$ cat config.mk
export PLATFORM = sky130hd
export DESIGN_NAME = bandlimited_saw_wavetable_entry_core
export DESIGN_NICKNAME = d
export VERILOG_FILES = /design/src/hdl/bswe_pkg.sv /design/src/hdl/bswe_mul.sv /design/src/hdl/bswe_div.sv /design/src/hdl/bandlimited_saw_wavetable_entry_core.sv
export SDC_FILE = /design/constraint.sdc
export NUM_CORES = 2
export LEC_CHECK = 0
export ABC_AREA = 1
export BUFFER_PORTS_ARGS = -buffer_cell sky130_fd_sc_hd__buf_2
export CORE_MARGIN = 2
export CORE_UTILIZATION = 50
export CTS_CLUSTER_SIZE = 12
export DETAILED_ROUTE_END_ITERATION = 10
export PLACE_DENSITY = 0.64
export SYNTH_ARGS = -nofsm -noshare
export SYNTH_HDL_FRONTEND = slang
export SYNTH_SLANG_ARGS = --single-unit
$ cat constraint.sdc
create_clock -name clk_i -period 11.5 [get_ports clk_i]
set_clock_uncertainty 0.05 [all_clocks]
set_input_delay 1.15 -clock clk_i [delete_from_list [all_inputs] [get_ports clk_i]]
set_output_delay 1.15 -clock clk_i [all_outputs]
set_load 0.03 [all_outputs]
$ cat src/hdl/bswe_pkg.sv
// Shared constants, types and state codes for the band-limited saw entry core.
`default_nettype none
package bswe_pkg;

  // Configuration field widths
  localparam int unsigned TL_W  = 13;
  localparam int unsigned NH_W  = 11;
  localparam int unsigned IDX_W = 12;
  localparam int unsigned CFG_ADDR_W = 2;

  // Register indexes on the configuration channel
  localparam logic [CFG_ADDR_W-1:0] REG_TABLE_LENGTH  = 2'd0;
  localparam logic [CFG_ADDR_W-1:0] REG_MAX_HARMONICS = 2'd1;

  // Reset values
  localparam logic [TL_W-1:0] TL_RESET = 13'd1024;
  localparam logic [NH_W-1:0] NH_RESET = 11'd64;

  // Defaults for the top level parameters
  localparam int unsigned DEF_MAX_TABLE_LENGTH   = 4096;
  localparam int unsigned DEF_MAX_HARMONIC_COUNT = 1024;
  localparam int unsigned DEF_SAMPLE_WIDTH       = 16;

  // Quarter-sine polynomial coefficients, Q30
  localparam logic [31:0] SIN_A1 = 32'd1686629713;
  localparam logic [31:0] SIN_A3 = 32'd693598668;
  localparam logic [31:0] SIN_A5 = 32'd85569306;
  localparam logic [31:0] SIN_A7 = 32'd4858527;
  // 2/pi in Q24
  localparam logic [31:0] TWO_OVER_PI_Q24 = 32'd10680707;

  // Shared divider geometry
  localparam int unsigned DVS_W   = 13;   // divisor: table length or harmonic number
  localparam int unsigned DVD_W   = 31;   // dividend bits shifted in (sine magnitude)
  localparam int unsigned STEP_W  = 5;
  localparam logic [STEP_W-1:0] PHASE_STEPS = 5'd24;
  localparam logic [STEP_W-1:0] TERM_STEPS  = 5'd31;

  typedef struct packed {
    logic              start;
    logic [DVS_W-1:0]  rem0;
    logic [DVD_W-1:0]  dvd;
    logic [DVS_W-1:0]  dvs;
    logic [STEP_W-1:0] steps;
  } div_req_t;

  typedef enum logic [4:0] {
    S_IDLE,
    S_PDIV,
    S_PWAIT,
    S_MUU,
    S_GU2,
    S_MA7,
    S_GA5,
    S_MT5,
    S_GA3,
    S_MT3,
    S_GA1,
    S_MS,
    S_GS,
    S_TDIV,
    S_TWAIT,
    S_SLO,
    S_SHI,
    S_SCOMB,
    S_DONE
  } state_e;

endpackage
`default_nettype wire

$ cat src/hdl/bswe_mul.sv
// Shared 32 x 32 unsigned multiplier with a registered product.
`default_nettype none
module bswe_mul (
  input  wire logic        clk_i,
  input  wire logic [31:0] a_i,
  input  wire logic [31:0] b_i,
  output logic      [63:0] p_o
);
  logic [63:0] p_q;

  // Register the product for the following cycle
  always_ff @(posedge clk_i) begin
    p_q <= 64'(a_i) * 64'(b_i);
  end

  assign p_o = p_q;
endmodule
`default_nettype wire

$ cat src/hdl/bswe_div.sv
// Shared restoring divider, one quotient bit per cycle.
`default_nettype none
module bswe_div (
  input  wire logic                  clk_i,
  input  wire logic                  rst_ni,
  input  wire bswe_pkg::div_req_t    req_i,
  output logic                       busy_o,
  output logic [bswe_pkg::DVD_W-1:0] quot_o
);
  import bswe_pkg::*;

  logic [DVS_W-1:0]  rem_q, rem_d;
  logic [DVD_W-1:0]  dvd_q, dvd_d;
  logic [DVD_W-1:0]  quot_q, quot_d;
  logic [DVS_W-1:0]  dvs_q;
  logic [STEP_W-1:0] cnt_q;
  logic [DVS_W:0]    trial;
  logic              fits;

  // Shift the next dividend bit into the partial remainder and try a subtract
  always_comb begin
    trial  = {rem_q, dvd_q[DVD_W-1]};
    fits   = trial >= {1'b0, dvs_q};
    rem_d  = fits ? DVS_W'(trial - {1'b0, dvs_q}) : trial[DVS_W-1:0];
    dvd_d  = {dvd_q[DVD_W-2:0], 1'b0};
    quot_d = {quot_q[DVD_W-2:0], fits};
  end

  // Step counter
  always_ff @(posedge clk_i or negedge rst_ni) begin
    if (!rst_ni) begin
      cnt_q <= '0;
    end else if (req_i.start) begin
      cnt_q <= req_i.steps;
    end else if (cnt_q != '0) begin
      cnt_q <= cnt_q - 1'b1;
    end
  end

  // Operand and quotient registers
  always_ff @(posedge clk_i) begin
    if (req_i.start) begin
      rem_q  <= req_i.rem0;
      dvd_q  <= req_i.dvd;
      dvs_q  <= req_i.dvs;
      quot_q <= '0;
    end else if (cnt_q != '0) begin
      rem_q  <= rem_d;
      dvd_q  <= dvd_d;
      quot_q <= quot_d;
    end
  end

  assign busy_o = cnt_q != '0;
  assign quot_o = quot_q;
endmodule
`default_nettype wire

$ cat src/hdl/bandlimited_saw_wavetable_entry_core.sv
// Top level: sequencer, configuration and stream ports of the saw entry core.
// An entry takes one beat in and gives one beat out. Each harmonic runs the
// phase division (24 bit steps), five multiplies on the shared multiplier and
// the 1/k division (31 bit steps), for each of max_harmonics harmonics; an
// out-of-range index, the last index or zero harmonics skip the harmonic loop.
// The input takes no new entry until the result of the last one has gone to
// the output register, which can be held by m_axis_tready. Write the
// registers only while no entry is in flight.
`default_nettype none
module bandlimited_saw_wavetable_entry_core #(
  parameter int unsigned MAX_TABLE_LENGTH   = bswe_pkg::DEF_MAX_TABLE_LENGTH,
  parameter int unsigned MAX_HARMONIC_COUNT = bswe_pkg::DEF_MAX_HARMONIC_COUNT,
  parameter int unsigned SAMPLE_WIDTH       = bswe_pkg::DEF_SAMPLE_WIDTH,
  localparam int unsigned TDATA_W = ((SAMPLE_WIDTH + 7) / 8) * 8
) (
  input  wire logic                             clk_i,
  input  wire logic                             rst_ni,
  // configuration write channel
  input  wire logic                             cfg_valid_i,
  output logic                                  cfg_ready_o,
  input  wire logic [bswe_pkg::CFG_ADDR_W-1:0]  cfg_addr_i,
  input  wire logic [bswe_pkg::TL_W-1:0]        cfg_data_i,
  // input stream
  input  wire logic                             s_axis_tvalid,
  output logic                                  s_axis_tready,
  input  wire logic [15:0]                      s_axis_tdata,  // [11:0] entry_index
  // output stream
  output logic                                  m_axis_tvalid,
  input  wire logic                             m_axis_tready,
  output logic [TDATA_W-1:0]                    m_axis_tdata,  // sample_value
  output logic                                  m_axis_tuser   // index_error
);
  import bswe_pkg::*;

  localparam int unsigned ACC_W  = 32 + $clog2(MAX_HARMONIC_COUNT + 1);
  localparam int unsigned HI_W   = ACC_W - 32;
  localparam int unsigned PROD_W = ACC_W + 24;
  localparam int unsigned RND_SH = 56 - SAMPLE_WIDTH;

  state_e state_q, state_d;

  logic [TL_W-1:0]  tl_q;
  logic [NH_W-1:0]  nh_q;
  logic [TL_W-1:0]  len_c, len_q;
  logic [NH_W-1:0]  nhc_c, nh_run_q;
  logic [IDX_W-1:0] idx_c, idx_q;
  logic [TL_W-1:0]  r_q;
  logic [NH_W-1:0]  k_q;
  logic [1:0]       quad_q;
  logic [31:0]      u_q, u2_q, t_q, s_q;
  logic signed [ACC_W-1:0] acc_q;
  logic [63:0]      lo_q;
  logic [SAMPLE_WIDTH-1:0] res_q;
  logic             err_q;
  logic             m_valid_q;
  logic [SAMPLE_WIDTH-1:0] m_data_q;
  logic             m_err_q;

  logic [31:0]      mul_a, mul_b;
  logic [63:0]      mul_p;
  div_req_t         div_req;
  logic             div_busy;
  logic [DVD_W-1:0] div_quot;

  logic             s_acc;
  logic [22:0]      xm;
  logic [31:0]      p_hi30;
  logic [TL_W:0]    r_sum;
  logic [ACC_W-1:0] acc_mag;
  logic [PROD_W-1:0] prod;
  logic [PROD_W:0]  rsum, rmag, lim, sat;
  logic [SAMPLE_WIDTH-1:0] smag;

  assign cfg_ready_o   = 1'b1;
  assign s_axis_tready = state_q == S_IDLE;
  assign s_acc         = s_axis_tvalid && s_axis_tready;
  assign idx_c         = s_axis_tdata[IDX_W-1:0];

  // Clamp registers to the built sizes
  assign len_c = (32'(tl_q) > 32'(MAX_TABLE_LENGTH)) ? TL_W'(MAX_TABLE_LENGTH) : tl_q;
  assign nhc_c = (32'(nh_q) > 32'(MAX_HARMONIC_COUNT)) ? NH_W'(MAX_HARMONIC_COUNT) : nh_q;

  // Configuration registers
  always_ff @(posedge clk_i or negedge rst_ni) begin
    if (!rst_ni) begin
      tl_q <= TL_RESET;
      nh_q <= NH_RESET;
    end else if (cfg_valid_i) begin
      case (cfg_addr_i)
        REG_TABLE_LENGTH:  tl_q <= cfg_data_i;
        REG_MAX_HARMONICS: nh_q <= cfg_data_i[NH_W-1:0];
        default: ;
      endcase
    end
  end

  bswe_mul u_mul (
    .clk_i (clk_i),
    .a_i   (mul_a),
    .b_i   (mul_b),
    .p_o   (mul_p)
  );

  bswe_div u_div (
    .clk_i  (clk_i),
    .rst_ni (rst_ni),
    .req_i  (div_req),
    .busy_o (div_busy),
    .quot_o (div_quot)
  );

  // Datapath helpers
  always_comb begin
    p_hi30  = mul_p[61:30];
    // mirror the position in odd quadrants, taken straight from the new phase
    xm      = div_quot[22] ? 23'(23'd4194304 - {1'b0, div_quot[21:0]})
                           : {1'b0, div_quot[21:0]};
    r_sum   = {1'b0, r_q} + {2'b0, idx_q};
    acc_mag = acc_q[ACC_W-1] ? ACC_W'(-acc_q) : ACC_W'(acc_q);
    prod    = PROD_W'(lo_q) + (PROD_W'(mul_p) << 32);
    rsum    = {1'b0, prod} + ((PROD_W + 1)'(1) << (RND_SH - 1));
    rmag    = rsum >> RND_SH;
    lim     = (PROD_W + 1)'(1) << (SAMPLE_WIDTH - 1);
    if (acc_q[ACC_W-1]) begin
      sat = (rmag > lim) ? lim : rmag;
    end else begin
      sat = (rmag > lim - 1'b1) ? lim - 1'b1 : rmag;
    end
    smag = sat[SAMPLE_WIDTH-1:0];
  end

  // State register
  always_ff @(posedge clk_i or negedge rst_ni) begin
    if (!rst_ni) begin
      state_q <= S_IDLE;
    end else begin
      state_q <= state_d;
    end
  end

  // Next state, multiplier operands and divider requests
  always_comb begin
    state_d       = state_q;
    mul_a         = '0;
    mul_b         = '0;
    div_req       = '0;
    div_req.dvs   = len_q;
    case (state_q)
      S_IDLE: begin
        if (s_acc) begin
          if (len_c == '0 || {1'b0, idx_c} >= len_c || {1'b0, idx_c} == len_c - 1'b1
              || nhc_c == '0) begin
            state_d = S_DONE;
          end else begin
            state_d = S_PDIV;
          end
        end
      end
      S_PDIV: begin
        div_req.start = 1'b1;
        div_req.rem0  = r_q;
        div_req.dvd   = '0;
        div_req.dvs   = len_q;
        div_req.steps = PHASE_STEPS;
        state_d       = S_PWAIT;
      end
      S_PWAIT: if (!div_busy) state_d = S_MUU;
      S_MUU: begin
        mul_a = u_q; mul_b = u_q; state_d = S_GU2;
      end
      S_GU2: state_d = S_MA7;
      S_MA7: begin
        mul_a = u2_q; mul_b = SIN_A7; state_d = S_GA5;
      end
      S_GA5: state_d = S_MT5;
      S_MT5: begin
        mul_a = u2_q; mul_b = t_q; state_d = S_GA3;
      end
      S_GA3: state_d = S_MT3;
      S_MT3: begin
        mul_a = u2_q; mul_b = t_q; state_d = S_GA1;
      end
      S_GA1: state_d = S_MS;
      S_MS: begin
        mul_a = u_q; mul_b = t_q; state_d = S_GS;
      end
      S_GS: state_d = S_TDIV;
      S_TDIV: begin
        div_req.start = 1'b1;
        div_req.rem0  = '0;
        div_req.dvd   = s_q[DVD_W-1:0];
        div_req.dvs   = DVS_W'(k_q);
        div_req.steps = TERM_STEPS;
        state_d       = S_TWAIT;
      end
      S_TWAIT: begin
        if (!div_busy) state_d = (k_q == nh_run_q) ? S_SLO : S_PDIV;
      end
      S_SLO: begin
        mul_a = acc_mag[31:0]; mul_b = TWO_OVER_PI_Q24; state_d = S_SHI;
      end
      S_SHI: begin
        mul_a = 32'(acc_mag[32 +: HI_W]); mul_b = TWO_OVER_PI_Q24; state_d = S_SCOMB;
      end
      S_SCOMB: state_d = S_DONE;
      S_DONE: if (!m_valid_q || m_axis_tready) state_d = S_IDLE;
      default: state_d = S_IDLE;
    endcase
  end

  // Working registers, advanced per state
  always_ff @(posedge clk_i) begin
    case (state_q)
      S_IDLE: begin
        if (s_acc) begin
          idx_q    <= idx_c;
          len_q    <= len_c;
          nh_run_q <= nhc_c;
          r_q      <= TL_W'(idx_c);
          k_q      <= NH_W'(1);
          acc_q    <= '0;
          res_q    <= '0;
          err_q    <= len_c == '0 || {1'b0, idx_c} >= len_c;
        end
      end
      S_PWAIT: begin
        quad_q <= div_quot[23:22];
        u_q    <= {1'b0, xm, 8'b0};
      end
      S_GU2: u2_q <= p_hi30;
      S_GA5: t_q  <= SIN_A5 - p_hi30;
      S_GA3: t_q  <= SIN_A3 - p_hi30;
      S_GA1: t_q  <= SIN_A1 - p_hi30;
      S_GS:  s_q  <= p_hi30;
      S_TWAIT: begin
        if (!div_busy) begin
          acc_q <= quad_q[1] ? acc_q - ACC_W'(div_quot) : acc_q + ACC_W'(div_quot);
          k_q   <= k_q + 1'b1;
          r_q   <= (r_sum >= {1'b0, len_q}) ? TL_W'(r_sum - {1'b0, len_q}) : TL_W'(r_sum);
        end
      end
      S_SHI: lo_q <= mul_p;
      S_SCOMB: res_q <= acc_q[ACC_W-1] ? SAMPLE_WIDTH'(-smag) : smag;
      default: ;
    endcase
  end

  // Output register: hold the beat until taken
  always_ff @(posedge clk_i or negedge rst_ni) begin
    if (!rst_ni) begin
      m_valid_q <= 1'b0;
    end else if (state_q == S_DONE && (!m_valid_q || m_axis_tready)) begin
      m_valid_q <= 1'b1;
    end else if (m_axis_tready) begin
      m_valid_q <= 1'b0;
    end
  end

  always_ff @(posedge clk_i) begin
    if (state_q == S_DONE && (!m_valid_q || m_axis_tready)) begin
      m_data_q <= res_q;
      m_err_q  <= err_q;
    end
  end

  assign m_axis_tvalid = m_valid_q;
  assign m_axis_tdata  = TDATA_W'(m_data_q);
  assign m_axis_tuser  = m_err_q;

  // An accepted entry blocks the input until its result is done
  a_busy_after_accept: assert property (@(posedge clk_i) disable iff (!rst_ni)
    s_acc |=> !s_axis_tready)
    else $error("input taken while an entry is in flight");

  // An out-of-range index always delivers a zero sample
  a_err_zero: assert property (@(posedge clk_i) disable iff (!rst_ni)
    (m_axis_tvalid && m_axis_tuser) |-> m_data_q == '0)
    else $error("index error with a non-zero sample");

  // The reduced phase stays below the table length
  a_phase_range: assert property (@(posedge clk_i) disable iff (!rst_ni)
    state_q == S_PDIV |-> r_q < len_q)
    else $error("phase residue out of range");

  // The divider is never restarted while running
  a_div_idle: assert property (@(posedge clk_i) disable iff (!rst_ni)
    div_req.start |-> !div_busy)
    else $error("divider restarted while busy");

endmodule
`default_nettype wire
==> impl_results.md <==
* Core Box Area at 123,000 sq um
* Max Slew Vio Count at 0
* Comb power frac at between 60% and 70%
* Switching pwr at roughly 6.6 mW
* Mapped Area at about 62,000 sq um
* Critical Path RT at around 12 ns
* Cts bufs inserted at a little under 50
* Most common cell after layout, fill and taps aside: inv_1
* Leak at 32.5 nW
* Area Growth Syn to Fin at 6.76%
* Overflow after GRT at 0
* Worst skew pair latency at 0.63 ns
* Nets at between 8,000 and 9,000
* Wire length of the first global-routing pass at between 200,000 and 300,000 um
* Crit share post-route at just over 90%
* Seq cells post-synth at roughly 480
* Iteration-0 DRC Markers at roughly 4,800
* Final wirelength at between 150,000 and 200,000 um
* DP HPWL at between 150,000 and 200,000 um
* Number of remaining DRC errors at 0
* CTS tree: done
* Syn Area/Cell at just over 8 sq um
* Overall power at approximately 12 mW
* Setup violators final at 0
* Total GRT Usage at a little under a third
* Post-DRT Antenna Nets at 0
* Layout cells sized above 1 at under 10%
* CP Launch Type: flip-flop
* Num Clock Sinks at roughly 480
* Sequential share of power at a little under a quarter
* CTS H-Tree Depth at 2
* Status: finished, final reports clean
* 1st-pass router iterations at 6
* WL/cell at about 21 um
* Smallest hold slack at between 0.3 and 0.4 ns
* Post-synthesis cell count at between 7,000 and 8,000
* Relative slew slack at a little over a quarter
* Hold Fails Final Rpt at 0
* RSZ-0062 raised after global routing: false
* Routability cong. at slightly below 1
* Ys flop type: edfxtp_1
* Worst-Margin Slew at between 1 and 1.5 ns
* Post-route met1 wirelength at 80,900 um
* Fmax at 93.5 MHz
* Most frequent cells in the layout: 1,650 x inv_1, 1,523 x nand2_1, 901 x fa_1, 776 x nor2_1, 412 x ha_1
* Total number of vias at 51,000
* Die ar. at approximately 130,000 sq um
* Largest net degree at the start of global routing at 77
* CTS Root Cell: clkbuf_16
* Worst path max stage delay at 0.58 ns
* # fillers at about 12,000
* Top layer in use: met5
* Final TNS setup at 0 ns
* Synthesis Warnings at 0
* Slowest CP cell: fa_1
* Synth unique cells at 76
* Die height at roughly 360 um
* # IOs at 56
* # hold bufs at CTS at 0
* Antenna violations before repair at 7
* Setup CP Type: reg -> reg
* DIE WIDTH at between 300 and 400 um
* Vias per std cell at approximately 5.5
* Async set or reset register ratio after synthesis at between 7 and 8%
* Clk pin slew, worst setup/hold paths at roughly 0.080 ns
* Met3 WL at 17,100 um
* Starting Density at roughly half
* PwrDens at between 150 and 200 nW/um^2
* Peak VDD IR at approximately 0.00019 V
* CP dominant cell by count: fa_1
* Hold Crit Class: reg -> reg
* Max Root-Sink Buffers at 3
* Setup crit end kind: flip-flop
* Post-synthesis sequential area ratio at about a fifth
* Switching portion of total power at between 50 and 60%
* EDFF count, synth at ~350
* Minimum clock period at between 10 and 15 ns
* Pint at 5.69 mW
* Port Buffer Count at 50
* CP max FO at 19
* Final worst slack at between 0.8 and 0.9 ns
* Syn Nets at around 8,900
* Row Count at 129
* Worst path arrival time at ~11 ns
* Vias in the first global route at between 50,000 and 60,000
* Pre-CTS WS at 0.327 ns
* Antenna cell count at 0
* Metal2 WL at about 86,000 um
* Clock power frac at 12.5%
* # Max-Cap Violations at 0
## final timing paths
check                      startpoint          endpoint  slack, ns  depth (start not counted)
min                         res_q[11]  m_axis_tdata[11]       0.36                          0
max in group asynchronous      rst_ni     m_axis_tvalid      10.24                          1
min in group asynchronous      rst_ni           nh_q[8]       0.59                          1
max                          acc_q[2]     u_mul.p_o[62]       0.81                         45
min reg2reg                 res_q[11]  m_axis_tdata[11]       0.36                          0
max reg2reg                  acc_q[2]     u_mul.p_o[62]       0.81                         45
## metrics by stage
| step | area [sq um] | cells | utilization, % |
|---|---|---|---|
| finish | 66300 | 9275 | 53.7 |
| global route | 66300 | 9275 | 53.7 |
| CTS | 66300 | 9274 | 53.7 |
| detailed placement | 64700 | 9182 | 52.4 |
| global placement | 64700 | 9182 | 52.4 |
| floorplan | 62100 | 7571 | - |
## kinds of logic after synthesis
group,Yosys count,share of synthesized area [%]
AND/OR/NAND/NOR,2762,18.5
XOR/XNOR,184,2.59
other,1,0.00604
multiplexers,1,0.0181
flip-flops,475,21.1
adder cells (fa/ha/maj),1313,37.3
buffers and inverters,1925,11.9
AO/OA/AOI/OAI,910,8.51
## timing repair
action                                  4_1_cts  5_1_grt
endpoints found under the setup margin        0       29
gates resized for setup                       0       29
setup buffers                                 0        1
## cell type report
| cell class | count | area (sq um) | share of cell area (%) |
|---|---|---|---|
| multi-input cells | 5171 | 41800 | 63.0 |
| flip-flops and latches | 475 | 13100 | 19.8 |
| inverters | 1688 | 6350 | 9.57 |
| well taps | 1637 | 2050 | 3.09 |
| repair buffers | 212 | 1490 | 2.24 |
| clock buffers | 78 | 1390 | 2.09 |
| clock inverters | 14 | 124 | 0.187 |
## cell usage after synthesis (10+ instances only)
| library cell | n | share of area, % |
|---|---|---|
| a22oi_1 | 37 | 0.45 |
| ha_1 | 412 | 8.3 |
| a221oi_1 | 12 | 0.17 |
| nand3_1 | 195 | 1.6 |
| nor2_2 | 27 | 0.27 |
| a22o_1 | 34 | 0.48 |
| nand2_2 | 39 | 0.39 |
| nor3_1 | 44 | 0.35 |
| a21boi_0 | 11 | 0.13 |
| buf_2 | 21 | 0.17 |
| clkinv_1 | 14 | 0.085 |
| inv_2 | 19 | 0.11 |
| a21o_1 | 14 | 0.17 |
| a21oi_1 | 320 | 2.6 |
| xor2_1 | 133 | 1.9 |
| or2_2 | 13 | 0.13 |
| dfxtp_1 | 95 | 3.1 |
| nand3_2 | 14 | 0.23 |
| o221ai_1 | 10 | 0.14 |
| nand2_4 | 11 | 0.20 |
| nor2_1 | 786 | 4.7 |
| nand3b_1 | 10 | 0.12 |
| xnor2_1 | 51 | 0.72 |
| nor4_1 | 16 | 0.16 |
| fa_1 | 901 | 29 |
| o21a_1 | 22 | 0.27 |
| nand4_1 | 43 | 0.43 |
| edfxtp_1 | 345 | 17 |
| o22ai_1 | 32 | 0.32 |
| inv_1 | 1654 | 10 |
| o21bai_1 | 15 | 0.18 |
| dfrtp_1 | 33 | 1.3 |
| a31oi_1 | 41 | 0.41 |
| nand2_1 | 1523 | 9.2 |
| o31ai_1 | 13 | 0.16 |
| o21ai_0 | 296 | 2.4 |
| clkbuf_1 | 195 | 1.2 |
## state kept, by name, summed over array words and instances, names as in the netlist, 31 cells and up
register,cells
u_mul.p_o,64
acc_q,43
lo_q,32
t_q,32
u2_q,32
s_q,31
u_div.dvd_q,31
u_div.quot_o,31
## routing by layer
layer | GRT usage (%) | up-vias
met5 | 0 | -
met4 | 11.0 | 4
met3 | 5.04 | 390
met2 | 47.6 | 2110
met1 | 43.6 | 25200
li1 | - | 23300
## worst max-delay path, delay by kind of cell, from the launching register on
kind / cells / cell delay, ns
compound gates: 9 / 1.76
xor+xnor: 1 / 0.13
fa+ha+maj: 9 / 4.32
buf+inv: 8 / 0.86
flops: 1 / 0.48
simple gates: 18 / 2.90
## power groups by stage
stage	Combinational (mW)	Clock [mW]	Sequential (mW)
3_5_place_dp	7.66	0	2.98
2_1_floorplan	5.16	0	2.77
3_3_place_gp	7.56	0	2.97
5_1_grt	8.60	1.64	3.00
4_1_cts	7.71	1.57	2.94
6_report	7.81	1.54	2.96
Power figures use the tool's default switching activity.
